<file path="src/rtl/tcd_pkg.sv">
// ----------------------------------------------------------------------------
// tcd_pkg: shared types and constants of the timed command dispatch table
// Command, result kind and entry status codes, the stored entry layout.
// ----------------------------------------------------------------------------
`default_nettype none

package tcd_pkg;

    localparam logic [2:0] CMD_ADD      = 3'd0;
    localparam logic [2:0] CMD_DELETE   = 3'd1;
    localparam logic [2:0] CMD_FLUSH    = 3'd2;
    localparam logic [2:0] CMD_TICK     = 3'd3;
    localparam logic [2:0] CMD_RESPONSE = 3'd4;
    localparam logic [2:0] CMD_LIST     = 3'd5;
    localparam logic [2:0] CMD_STATUS   = 3'd6;

    localparam logic [2:0] KIND_ACK      = 3'd0;
    localparam logic [2:0] KIND_DISPATCH = 3'd1;
    localparam logic [2:0] KIND_LIST     = 3'd2;
    localparam logic [2:0] KIND_LAST     = 3'd3;
    localparam logic [2:0] KIND_NEXT     = 3'd4;

    localparam logic [1:0] ST_PENDING = 2'd0;
    localparam logic [1:0] ST_FLIGHT  = 2'd1;
    localparam logic [1:0] ST_DONE    = 2'd2;

    localparam logic CFG_ENABLED  = 1'b0;
    localparam logic CFG_SCHED_ID = 1'b1;

    localparam logic [26:0] SEQ_LIMIT = 27'd100000000;

    typedef struct packed {
        logic [30:0] id;
        logic [47:0] due;
        logic [15:0] payload;
        logic [1:0]  status;
        logic [26:0] seq;
        logic [15:0] response;
    } t_entry;

endpackage

`default_nettype wire

</file>
<file path="src/rtl/tcd_ram.sv">
// ----------------------------------------------------------------------------
// tcd_ram: generic single-write, single-read RAM
// One write port, one read port with registered read data.
// ----------------------------------------------------------------------------
`default_nettype none

module tcd_ram #(
    parameter int WIDTH = 8,
    parameter int DEPTH = 16
) (
    input  wire logic                     i_clk,
    input  wire logic                     i_we,
    input  wire logic [$clog2(DEPTH)-1:0] i_waddr,
    input  wire logic [WIDTH-1:0]         i_wdata,
    input  wire logic [$clog2(DEPTH)-1:0] i_raddr,
    output logic      [WIDTH-1:0]         o_rdata
);

    logic [WIDTH-1:0] r_mem [DEPTH];

    always_ff @(posedge i_clk) begin
        if (i_we) begin
            r_mem[i_waddr] <= i_wdata;
        end
        o_rdata <= r_mem[i_raddr];
    end

endmodule

`default_nettype wire

</file>
<file path="src/rtl/timed_command_dispatch_table.sv">
// Add, delete and response scan the table, reading one entry at a time,
// then shift the entries that must move one by one (read, then write).
// Tick reads the next pending entry, gives the dispatch result, then scans
// onward for the next pending entry. Flush clears counts; list gives one result per entry.
// One command at a time; the table RAM single read port sets the pace.
// Reset clears counts and pointers at once; slot contents need no clearing.
// ----------------------------------------------------------------------------
// timed_command_dispatch_table: time-ordered command scheduler
// Sorted entry table in RAM walked by a small sequencer.
// ----------------------------------------------------------------------------
`default_nettype none

module timed_command_dispatch_table #(
    parameter int ENTRIES = 16
) (
    input  wire logic        i_clk,
    input  wire logic        i_rst_n,
    input  wire logic        i_valid,
    output logic             o_stall,
    input  wire logic [2:0]  i_command,
    input  wire logic [30:0] i_entry_id,
    input  wire logic [47:0] i_due_time,
    input  wire logic [15:0] i_payload,
    input  wire logic [47:0] i_now_time,
    input  wire logic [30:0] i_source_id,
    input  wire logic [26:0] i_seq_id,
    input  wire logic [15:0] i_response_handle,
    output logic             o_valid,
    input  wire logic        i_stall,
    output logic [2:0]       o_kind,
    output logic             o_ok,
    output logic [30:0]      o_out_entry_id,
    output logic [47:0]      o_out_due_time,
    output logic [15:0]      o_out_payload,
    output logic [26:0]      o_out_seq_id,
    output logic [1:0]       o_entry_state,
    output logic [15:0]      o_out_response,
    output logic [4:0]       o_total_count,
    output logic [4:0]       o_dispatched_count,
    output logic [4:0]       o_finished_count,
    output logic             o_last,
    input  wire logic        i_cfg_valid,
    output logic             o_cfg_ready,
    input  wire logic        i_cfg_index,
    input  wire logic [30:0] i_cfg_data
);

    localparam int IW = (ENTRIES > 1) ? $clog2(ENTRIES) : 1;
    localparam int CW = $clog2(ENTRIES + 1);
    localparam int EW = $bits(tcd_pkg::t_entry);

    typedef enum logic [8:0] {
        S_IDLE  = 9'b000000001,
        S_DEC   = 9'b000000010,
        S_RD    = 9'b000000100,
        S_EV    = 9'b000001000,
        S_SRD   = 9'b000010000,
        S_SWR   = 9'b000100000,
        S_PUT   = 9'b001000000,
        S_STAT2 = 9'b010000000,
        S_OUT   = 9'b100000000
    } t_state;

    t_state r_state, n_state, r_after, n_after;

    logic [2:0]  r_cmd;
    logic [30:0] r_id, r_src;
    logic [47:0] r_due, r_now;
    logic [15:0] r_pay, r_resp;
    logic [26:0] r_seqin;

    logic          r_en, n_en;
    logic [30:0]   r_sid, n_sid;
    logic [CW-1:0] r_occ, n_occ, r_sent, n_sent, r_done, n_done;
    logic [CW-1:0] r_last, n_last, r_next, n_next;
    logic          r_lastv, n_lastv, r_nextv, n_nextv;
    logic [26:0]   r_seqc, n_seqc;

    logic [CW-1:0] r_idx, n_idx, r_pos, n_pos, r_q, n_q, r_cl, n_cl;
    logic [CW-1:0] r_cs, n_cs, r_cd, n_cd;
    logic          r_found, n_found, r_qv, n_qv, r_clv, n_clv;
    logic          r_phase, n_phase, r_ok, n_ok, r_has, n_has, r_lst, n_lst;
    logic [2:0]    r_kind, n_kind;
    tcd_pkg::t_entry r_ent, n_ent;

    logic            ram_we;
    logic [IW-1:0]   ram_waddr, ram_raddr;
    tcd_pkg::t_entry ram_wdata, ram_rdata;
    logic [EW-1:0]   ram_rbits;

    logic out_free;

    assign out_free    = !o_valid || !i_stall;
    assign o_stall     = (r_state != S_IDLE);
    assign o_cfg_ready = 1'b1;
    assign ram_rdata   = tcd_pkg::t_entry'(ram_rbits);

    tcd_ram #(.WIDTH(EW), .DEPTH(ENTRIES)) u_ram (
        .i_clk   (i_clk),
        .i_we    (ram_we),
        .i_waddr (ram_waddr),
        .i_wdata (ram_wdata),
        .i_raddr (ram_raddr),
        .o_rdata (ram_rbits)
    );

    // read address: shift passes fetch the neighbour of the slot being written
    always_comb begin
        ram_raddr = r_idx[IW-1:0];
        if (r_state == S_SRD) begin
            if (r_cmd == tcd_pkg::CMD_ADD) begin
                ram_raddr = IW'(r_idx - CW'(1));
            end else begin
                ram_raddr = IW'(r_idx + CW'(1));
            end
        end
    end

    always_comb begin
        tcd_pkg::t_entry e;
        logic            hit, ahead, fin;
        logic [CW-1:0]   pos_v, newj, cs_v, cd_v, q_v, cl_v;
        logic            qv_v, clv_v, found_v;
        logic [26:0]     seq_inc;

        n_state = r_state;  n_after = r_after;
        n_en = r_en;  n_sid = r_sid;
        n_occ = r_occ;  n_sent = r_sent;  n_done = r_done;
        n_last = r_last;  n_lastv = r_lastv;  n_next = r_next;  n_nextv = r_nextv;
        n_seqc = r_seqc;
        n_idx = r_idx;  n_pos = r_pos;  n_q = r_q;  n_qv = r_qv;
        n_cl = r_cl;  n_clv = r_clv;  n_cs = r_cs;  n_cd = r_cd;
        n_found = r_found;  n_phase = r_phase;  n_ok = r_ok;
        n_has = r_has;  n_lst = r_lst;  n_kind = r_kind;  n_ent = r_ent;
        ram_we = 1'b0;  ram_waddr = r_idx[IW-1:0];  ram_wdata = ram_rdata;

        e       = ram_rdata;
        hit     = (e.id == r_id);
        ahead   = (e.due < r_due) || ((e.due == r_due) && (e.id < r_id));
        fin     = ((r_idx + CW'(1)) == r_occ);
        pos_v   = r_pos;  newj = r_idx;  cs_v = r_cs;  cd_v = r_cd;
        q_v     = r_q;  qv_v = r_qv;  cl_v = r_cl;  clv_v = r_clv;  found_v = r_found;
        seq_inc = r_seqc + 27'd1;

        if (i_cfg_valid) begin
            if (i_cfg_index == tcd_pkg::CFG_ENABLED) begin
                n_en = i_cfg_data[0];
            end else begin
                n_sid = i_cfg_data;
            end
        end

        unique case (r_state)
            S_IDLE: begin
                if (i_valid) begin
                    n_state = S_DEC;
                end
            end

            S_DEC: begin
                // default result: a plain ack, ok clear
                n_kind = tcd_pkg::KIND_ACK;  n_ok = 1'b0;  n_has = 1'b0;  n_lst = 1'b1;
                n_after = S_IDLE;  n_state = S_OUT;
                n_idx = '0;  n_phase = 1'b0;  n_found = 1'b0;  n_qv = 1'b0;
                n_clv = 1'b0;  n_cs = '0;  n_cd = '0;  n_pos = r_occ;
                case (r_cmd)
                    tcd_pkg::CMD_ADD: begin
                        if (r_pay != '0 && r_id != '0 && r_due != '0 &&
                            r_occ < CW'(ENTRIES)) begin
                            n_state = (r_occ == '0) ? S_PUT : S_RD;
                        end
                    end
                    tcd_pkg::CMD_DELETE: begin
                        if (r_occ != '0) begin
                            n_state = S_RD;
                        end
                    end
                    tcd_pkg::CMD_FLUSH: begin
                        n_occ = '0;  n_sent = '0;  n_done = '0;
                        n_lastv = 1'b0;  n_last = '0;  n_nextv = 1'b0;  n_next = '0;
                        n_ok = 1'b1;
                    end
                    tcd_pkg::CMD_TICK: begin
                        if (r_en && r_nextv) begin
                            n_idx = r_next;  n_state = S_RD;
                        end else begin
                            n_state = S_IDLE;
                        end
                    end
                    tcd_pkg::CMD_RESPONSE: begin
                        if (r_src == r_sid) begin
                            if (r_lastv) begin
                                n_idx = r_last;  n_state = S_RD;
                            end else if (r_occ != '0) begin
                                n_phase = 1'b1;  n_state = S_RD;
                            end
                        end
                    end
                    tcd_pkg::CMD_LIST: begin
                        n_kind = tcd_pkg::KIND_LIST;
                        if (r_occ != '0) begin
                            n_state = S_RD;
                        end
                    end
                    tcd_pkg::CMD_STATUS: begin
                        if (r_lastv) begin
                            n_idx = r_last;  n_state = S_RD;
                        end else begin
                            n_kind = tcd_pkg::KIND_LAST;  n_lst = 1'b0;  n_after = S_STAT2;
                        end
                    end
                    default: begin
                    end
                endcase
            end

            S_RD: begin
                n_state = S_EV;
            end

            S_EV: begin
                case (r_cmd)
                    tcd_pkg::CMD_ADD: begin
                        found_v = r_found | hit;
                        if (!ahead && r_pos == r_occ) begin
                            pos_v = r_idx;
                        end
                        if (!r_qv && e.status == tcd_pkg::ST_PENDING) begin
                            q_v = r_idx;  qv_v = 1'b1;
                        end
                        n_found = found_v;  n_pos = pos_v;  n_q = q_v;  n_qv = qv_v;
                        if (fin) begin
                            if (found_v) begin
                                n_state = S_OUT;
                            end else begin
                                n_idx = r_occ;
                                n_state = (r_occ > pos_v) ? S_SRD : S_PUT;
                            end
                        end else begin
                            n_idx = r_idx + CW'(1);  n_state = S_RD;
                        end
                    end
                    tcd_pkg::CMD_DELETE: begin
                        // recount over the table as it stands after removal
                        if (!r_found && hit) begin
                            found_v = 1'b1;  pos_v = r_idx;
                        end else begin
                            newj = r_found ? (r_idx - CW'(1)) : r_idx;
                            if (e.status != tcd_pkg::ST_PENDING) begin
                                cs_v = r_cs + CW'(1);  cl_v = newj;  clv_v = 1'b1;
                            end else if (!r_qv) begin
                                q_v = newj;  qv_v = 1'b1;
                            end
                            if (e.status == tcd_pkg::ST_DONE) begin
                                cd_v = r_cd + CW'(1);
                            end
                        end
                        n_found = found_v;  n_pos = pos_v;  n_cs = cs_v;  n_cd = cd_v;
                        n_q = q_v;  n_qv = qv_v;  n_cl = cl_v;  n_clv = clv_v;
                        if (fin) begin
                            if (!found_v) begin
                                n_state = S_OUT;
                            end else begin
                                n_sent = cs_v;  n_done = cd_v;
                                n_last = clv_v ? cl_v : '0;  n_lastv = clv_v;
                                n_next = qv_v ? q_v : '0;  n_nextv = qv_v;
                                n_ok = 1'b1;
                                if ((pos_v + CW'(1)) < r_occ) begin
                                    n_idx = pos_v;  n_state = S_SRD;
                                end else begin
                                    n_occ = r_occ - CW'(1);  n_state = S_OUT;
                                end
                            end
                        end else begin
                            n_idx = r_idx + CW'(1);  n_state = S_RD;
                        end
                    end
                    tcd_pkg::CMD_TICK: begin
                        if (!r_phase) begin
                            if (e.due > r_now) begin
                                n_state = S_IDLE;
                            end else begin
                                n_ent = e;
                                n_ent.status = tcd_pkg::ST_FLIGHT;
                                n_ent.seq = r_seqc;
                                ram_we = 1'b1;  ram_wdata = n_ent;
                                n_seqc = (seq_inc > tcd_pkg::SEQ_LIMIT) ? '0 : seq_inc;
                                n_last = r_idx;  n_lastv = 1'b1;
                                n_sent = r_sent + CW'(1);
                                n_nextv = 1'b0;  n_next = '0;
                                n_kind = tcd_pkg::KIND_DISPATCH;  n_ok = 1'b1;
                                n_has = 1'b1;  n_lst = 1'b1;  n_state = S_OUT;
                                // search onward for the next pending entry
                                n_phase = 1'b1;  n_idx = r_idx + CW'(1);
                                n_after = fin ? S_IDLE : S_RD;
                            end
                        end else begin
                            if (e.status == tcd_pkg::ST_PENDING) begin
                                n_next = r_idx;  n_nextv = 1'b1;  n_state = S_IDLE;
                            end else if (fin) begin
                                n_state = S_IDLE;
                            end else begin
                                n_idx = r_idx + CW'(1);  n_state = S_RD;
                            end
                        end
                    end
                    tcd_pkg::CMD_RESPONSE: begin
                        if (e.status == tcd_pkg::ST_FLIGHT && e.seq == r_seqin) begin
                            n_ent = e;
                            n_ent.status = tcd_pkg::ST_DONE;
                            n_ent.response = r_resp;
                            ram_we = 1'b1;  ram_wdata = n_ent;
                            n_done = r_done + CW'(1);
                            n_ok = 1'b1;
                        end
                        if (!r_phase) begin
                            if (e.status == tcd_pkg::ST_FLIGHT && e.seq == r_seqin) begin
                                n_has = 1'b1;  n_state = S_OUT;
                            end else begin
                                n_phase = 1'b1;  n_idx = '0;  n_state = S_RD;
                            end
                        end else if (fin) begin
                            n_state = S_OUT;
                        end else begin
                            n_idx = r_idx + CW'(1);  n_state = S_RD;
                        end
                    end
                    tcd_pkg::CMD_LIST: begin
                        n_ent = e;  n_ok = 1'b1;  n_has = 1'b1;  n_lst = fin;
                        n_after = fin ? S_IDLE : S_RD;
                        n_idx = r_idx + CW'(1);  n_state = S_OUT;
                    end
                    default: begin
                        // status reports
                        n_ent = e;  n_ok = 1'b1;  n_has = 1'b1;  n_state = S_OUT;
                        if (!r_phase) begin
                            n_kind = tcd_pkg::KIND_LAST;  n_lst = 1'b0;  n_after = S_STAT2;
                        end else begin
                            n_kind = tcd_pkg::KIND_NEXT;  n_lst = 1'b1;  n_after = S_IDLE;
                        end
                    end
                endcase
            end

            S_SRD: begin
                n_state = S_SWR;
            end

            S_SWR: begin
                ram_we = 1'b1;  ram_wdata = ram_rdata;
                if (r_cmd == tcd_pkg::CMD_ADD) begin
                    n_idx = r_idx - CW'(1);
                    n_state = ((r_idx - CW'(1)) > r_pos) ? S_SRD : S_PUT;
                end else begin
                    n_idx = r_idx + CW'(1);
                    if ((r_idx + CW'(2)) < r_occ) begin
                        n_state = S_SRD;
                    end else begin
                        n_occ = r_occ - CW'(1);  n_state = S_OUT;
                    end
                end
            end

            S_PUT: begin
                ram_we = 1'b1;  ram_waddr = r_pos[IW-1:0];
                ram_wdata.id = r_id;  ram_wdata.due = r_due;  ram_wdata.payload = r_pay;
                ram_wdata.status = tcd_pkg::ST_PENDING;
                ram_wdata.seq = '0;  ram_wdata.response = '0;
                n_occ = r_occ + CW'(1);
                if (r_lastv && r_last >= r_pos) begin
                    n_last = r_last + CW'(1);
                end
                n_nextv = 1'b1;
                n_next = (r_qv && r_q < r_pos) ? r_q : r_pos;
                n_ok = 1'b1;  n_state = S_OUT;
            end

            S_STAT2: begin
                n_phase = 1'b1;
                if (r_nextv) begin
                    n_idx = r_next;  n_state = S_RD;
                end else begin
                    n_kind = tcd_pkg::KIND_NEXT;  n_ok = 1'b0;  n_has = 1'b0;
                    n_lst = 1'b1;  n_after = S_IDLE;  n_state = S_OUT;
                end
            end

            S_OUT: begin
                if (out_free) begin
                    n_state = r_after;
                end
            end

            default: begin
                n_state = S_IDLE;
            end
        endcase
    end

    always_ff @(posedge i_clk) begin
        if (!i_rst_n) begin
            r_state <= S_IDLE;  r_after <= S_IDLE;
            r_en <= 1'b0;  r_sid <= '0;
            r_occ <= '0;  r_sent <= '0;  r_done <= '0;
            r_last <= '0;  r_lastv <= 1'b0;  r_next <= '0;  r_nextv <= 1'b0;
            r_seqc <= 27'd1;
            o_valid <= 1'b0;
        end else begin
            r_state <= n_state;  r_after <= n_after;
            r_en <= n_en;  r_sid <= n_sid;
            r_occ <= n_occ;  r_sent <= n_sent;  r_done <= n_done;
            r_last <= n_last;  r_lastv <= n_lastv;  r_next <= n_next;  r_nextv <= n_nextv;
            r_seqc <= n_seqc;
            if (r_state == S_OUT && out_free) begin
                o_valid <= 1'b1;
            end else if (!i_stall) begin
                o_valid <= 1'b0;
            end
        end
    end

    // payload and scan working registers
    always_ff @(posedge i_clk) begin
        if (r_state == S_IDLE && i_valid) begin
            r_cmd <= i_command;  r_id <= i_entry_id;  r_due <= i_due_time;
            r_pay <= i_payload;  r_now <= i_now_time;  r_src <= i_source_id;
            r_seqin <= i_seq_id;  r_resp <= i_response_handle;
        end
        r_idx <= n_idx;  r_pos <= n_pos;  r_q <= n_q;  r_qv <= n_qv;
        r_cl <= n_cl;  r_clv <= n_clv;  r_cs <= n_cs;  r_cd <= n_cd;
        r_found <= n_found;  r_phase <= n_phase;  r_ok <= n_ok;
        r_has <= n_has;  r_lst <= n_lst;  r_kind <= n_kind;  r_ent <= n_ent;
        if (r_state == S_OUT && out_free) begin
            o_kind <= r_kind;  o_ok <= r_ok;  o_last <= r_lst;
            o_out_entry_id <= r_has ? r_ent.id : '0;
            o_out_due_time <= r_has ? r_ent.due : '0;
            o_out_payload  <= r_has ? r_ent.payload : '0;
            o_out_seq_id   <= r_has ? r_ent.seq : '0;
            o_entry_state  <= r_has ? r_ent.status : '0;
            o_out_response <= r_has ? r_ent.response : '0;
            o_total_count      <= 5'(r_occ);
            o_dispatched_count <= 5'(r_sent);
            o_finished_count   <= 5'(r_done);
        end
    end

    a_occ_bound: assert property (@(posedge i_clk) disable iff (!i_rst_n)
        r_occ <= CW'(ENTRIES)) else $error("entry count beyond table size");

    a_count_order: assert property (@(posedge i_clk) disable iff (!i_rst_n)
        (r_done <= r_sent) && (r_sent <= r_occ))
        else $error("finished, dispatched and total counts out of order");

    a_next_inside: assert property (@(posedge i_clk) disable iff (!i_rst_n)
        r_nextv |-> (r_next < r_occ)) else $error("next entry outside table");

    a_busy_stall: assert property (@(posedge i_clk) disable iff (!i_rst_n)
        (r_state == S_IDLE && i_valid) |=> o_stall)
        else $error("new transfer taken while a command is in progress");

endmodule

`default_nettype wire

</file>
<file path="config.mk">
export PLATFORM = sky130hd
export DESIGN_NAME = timed_command_dispatch_table
export DESIGN_NICKNAME = d
export VERILOG_FILES = /design/src/rtl/tcd_pkg.sv /design/src/rtl/tcd_ram.sv /design/src/rtl/timed_command_dispatch_table.sv
export SDC_FILE = /design/constraint.sdc
export NUM_CORES = 2
export LEC_CHECK = 0
export ABC_AREA = 1
export ABC_CLOCK_PERIOD_IN_PS = 38800
export BUFFER_PORTS_ARGS = -buffer_cell sky130_fd_sc_hd__buf_2
export CORE_MARGIN = 2
export CORE_UTILIZATION = 40
export DETAILED_ROUTE_END_ITERATION = 12
export GPL_ROUTABILITY_DRIVEN = 0
export PLACE_DENSITY = 0.64
export SLEW_MARGIN = 15
export SYNTH_ARGS = -nofsm -noshare
export SYNTH_HDL_FRONTEND = slang
export SYNTH_SLANG_ARGS = --single-unit
</file>
<file path="constraint.sdc">
create_clock -name i_clk -period 38.8 [get_ports i_clk]
set_input_delay 7.76 -clock i_clk [delete_from_list [all_inputs] [get_ports i_clk]]
set_output_delay 7.76 -clock i_clk [all_outputs]
set_load 0.005 [all_outputs]
</file>
==> out/qor.yml <==
status: "finished, final reports clean"
syn_area_um2: 124000
grt_pass1_wl_um: 523000
post-dp-hpwl_um: 197000
drt_iter0_markers: 10187
cp_slowest_cell: "dfxtp_1"
clk_pin_slew_ns: 0.06
wl_per_cell_um: 24.1
endpoint_kind: "output port"
final_cell_mix: "edfxtp_1 (2800), nor2_1 (1534), o21ai_0 (1202)"
r2r-end: "u_ram.r_mem[4][92]"
cp.required_ns: 31.04
rr_startpoint: "u_ram.o_rdata[64]"
rows: 204
synth_adder_area_share: 0.0174
fin_cells: 14792
grtUsageTotal: 0.219
p_leak_nw: 49.5
drt-vias-per-instance: 5.67
worst-endpoint-arrival_ns: 2.16
drv_cap: 0
nFillCells: 27278
coreArea_um2: 308000
multi_input_area_um2: 30000
grt_max_degree: 238
critical_path.cell_chain: "inv_2, nand2_2, nor2_1, nand2_1, nor3_1, inv_1, buf_2"
cts_setup_buffers: 0
syn_inst: 10010
antenna_left: 0
ys_ff_latch: 3039
min_delay_path_depth: 0
synth_top_family_by_area: "compound AO/OA/AOI/OAI gates"
synth_cell_types: 62
gr-total-overflow: 0
max_freq_mhz: 101
htree_levels: 5
num_io_pins: 420
setup_tns_ns: 0
cp-startpoint: "r_state[3]"
synth_compound_gate_area_share: 0.119
synth_edf_count: 2800
port_buffers: 418
finClkSkew_ns: 0.0735
yosys.area_share.simple: 0.100
min_period_ns: 9.92
die_h_um: 560
layout_commonest_cell: "edfxtp_1"
hold_path_class: "register to register"
async_flop_share: 0
start_util: 0.401
synthFlopType: "edfxtp_1"
wl_met3_um: 32100
syn_avg_cell_area_um2: 12.3
clk_latency_ns: 0.93
ys_warn_count: 0
synth_xor_area_frac: 0.00452
rsz0062_at_grt: "no"
dp_cells: 14192
ff_latch_area_um2: 88900
drc: 0
cts_made_buffers: 323
hold_viol: 0
highest_layer: "met5"
dr.pass1.iters: 12
clkSinkCount: 3039
path_class: "register to output port"
syn_to_final_growth_pct: 14.0
cts-root-buf: "clkbuf_16"
slowest_delay_ns: 0.34
drv_slew: 0
setup_violations: 0
relSlewSlack: 0.113
power_density_nw_per_um2: 49.7
die_x_um: 560
hold-path-endpoint: "r_ent[46]"
grt_pass1_vias: 82210
wl_met2_um: 163000
finalCritPeriodShare: 0.256
synth_nets: 10438
utilization: 0.457
vias: 83872
cts_buffer_depth: 4
antenna_found_initial: 12
die-area_um2: 313000
wl_met1_um: 147000
fin_nets: 10826
cts_tree: "built"
reg2regPathDepth: 16
peakVddDrop_v: 0.0000344
worstMarginPinSlew_ns: 1.33
cp-start-kind: "register"
cp_max_fo: 4
worstHoldStart: "u_ram.o_rdata[46]"
synth.area.mux_share: 0
postCtsResizedCells: 0
drive_gt1_frac: 0.115
rrSetupSlack_ns: 30.65
wl_um: 357000
holdBufCountCts: 0
yosysSeqAreaShare: 0.719
sequential cells by signal, indices dropped and copies added, names as in the netlist, 9 cells and up:
signal	cells
r_now	48
r_seqc	27
o_out_seq_id	27
u_ram.r_mem	2240
o_out_response	16
r_sid	31
r_due	48
r_resp	16
o_out_payload	16
r_src	31
r_id	31
o_out_due_time	48
r_pay	16
r_seqin	27
o_out_entry_id	31
u_ram.o_rdata	140
r_ent	140
r_state	9
worst max path at each step:
stage,to,slack [ns],cells past startpoint
final,o_stall,28.88,7
after global routing,o_stall,28.78,7
after CTS,o_stall,28.90,7
after detailed placement,r_now[19],28.08,5
after global placement,r_now[16],28.18,5
after floorplan,r_cmd[0],21.10,2
cell families after synthesis:
| kind of cell | count (synthesis) |
|---|---|
| AO/OA/AOI/OAI | 2473 |
| adder cells (fa/ha/maj) | 171 |
| flip-flops | 3039 |
| AND/OR/NAND/NOR | 3098 |
| XOR/XNOR | 62 |
| other | 1 |
| buffers and inverters | 1166 |
layout make-up:
| class | instances | share of cell area |
|---|---|---|
| antenna | 6 | 0.000107 |
| clock buffer | 437 | 0.0633 |
| clock inverter | 156 | 0.0120 |
| inverter | 590 | 0.0159 |
| multi-input combinational | 5805 | 0.213 |
| sequential | 3039 | 0.631 |
| tap | 4120 | 0.0366 |
| timing repair buffer | 639 | 0.0281 |
routing by layer:
layer  vias to the layer above  global-route usage
li1                      37149                   -
met1                     41704               0.302
met2                      4247               0.349
met3                       760              0.0366
met4                        12              0.0797
met5                         -                   0
Yosys cell counts, types with 25 or more instances:
master | n | area, um2
a21oi_1 | 185 | 926
buf_2 | 312 | 1560
buf_4 | 34 | 255
clkbuf_1 | 211 | 792
dfxtp_1 | 239 | 4780
edfxtp_1 | 2800 | 84100
ha_1 | 170 | 2130
inv_1 | 570 | 2140
nand2_1 | 1159 | 4350
nand3_1 | 234 | 1170
nand4_1 | 52 | 325
nor2_1 | 1552 | 5830
nor3_1 | 25 | 125
o211ai_1 | 212 | 1590
o21ai_0 | 1215 | 6080
o21ai_1 | 219 | 1100
o221ai_1 | 342 | 3000
o22ai_1 | 251 | 1570
xnor2_1 | 28 | 245
xor2_1 | 32 | 280
metrics by stage:
step | hold slack [ns] | total power [mW] | setup slack (ns) | cell area (um2)
floorplan | 0.400 | 3.87 | 21.10 | 124000
global placement | 0.423 | 3.98 | 28.18 | 130000
detailed placement | 0.415 | 3.99 | 28.08 | 130000
CTS | 0.442 | 7.04 | 28.90 | 141000
global route | 0.466 | 7.21 | 28.78 | 141000
finish | 0.449 | 7.00 | 28.88 | 141000
report_power, final:
part	switching, mW	internal [mW]	leakage (nW)
logic	0.205	0.0844	17.1
clock network	1.31	1.76	5.13
registers	0.0316	3.60	27.3
total	1.55	5.45	49.5
critical path, delay by kind of cell (launching register included):
kind | cells | cell delay (ns)
buf+inv | 3 | 0.41
simple gates | 4 | 0.52
flops | 1 | 0.34
(Power assumes the default switching activity.)
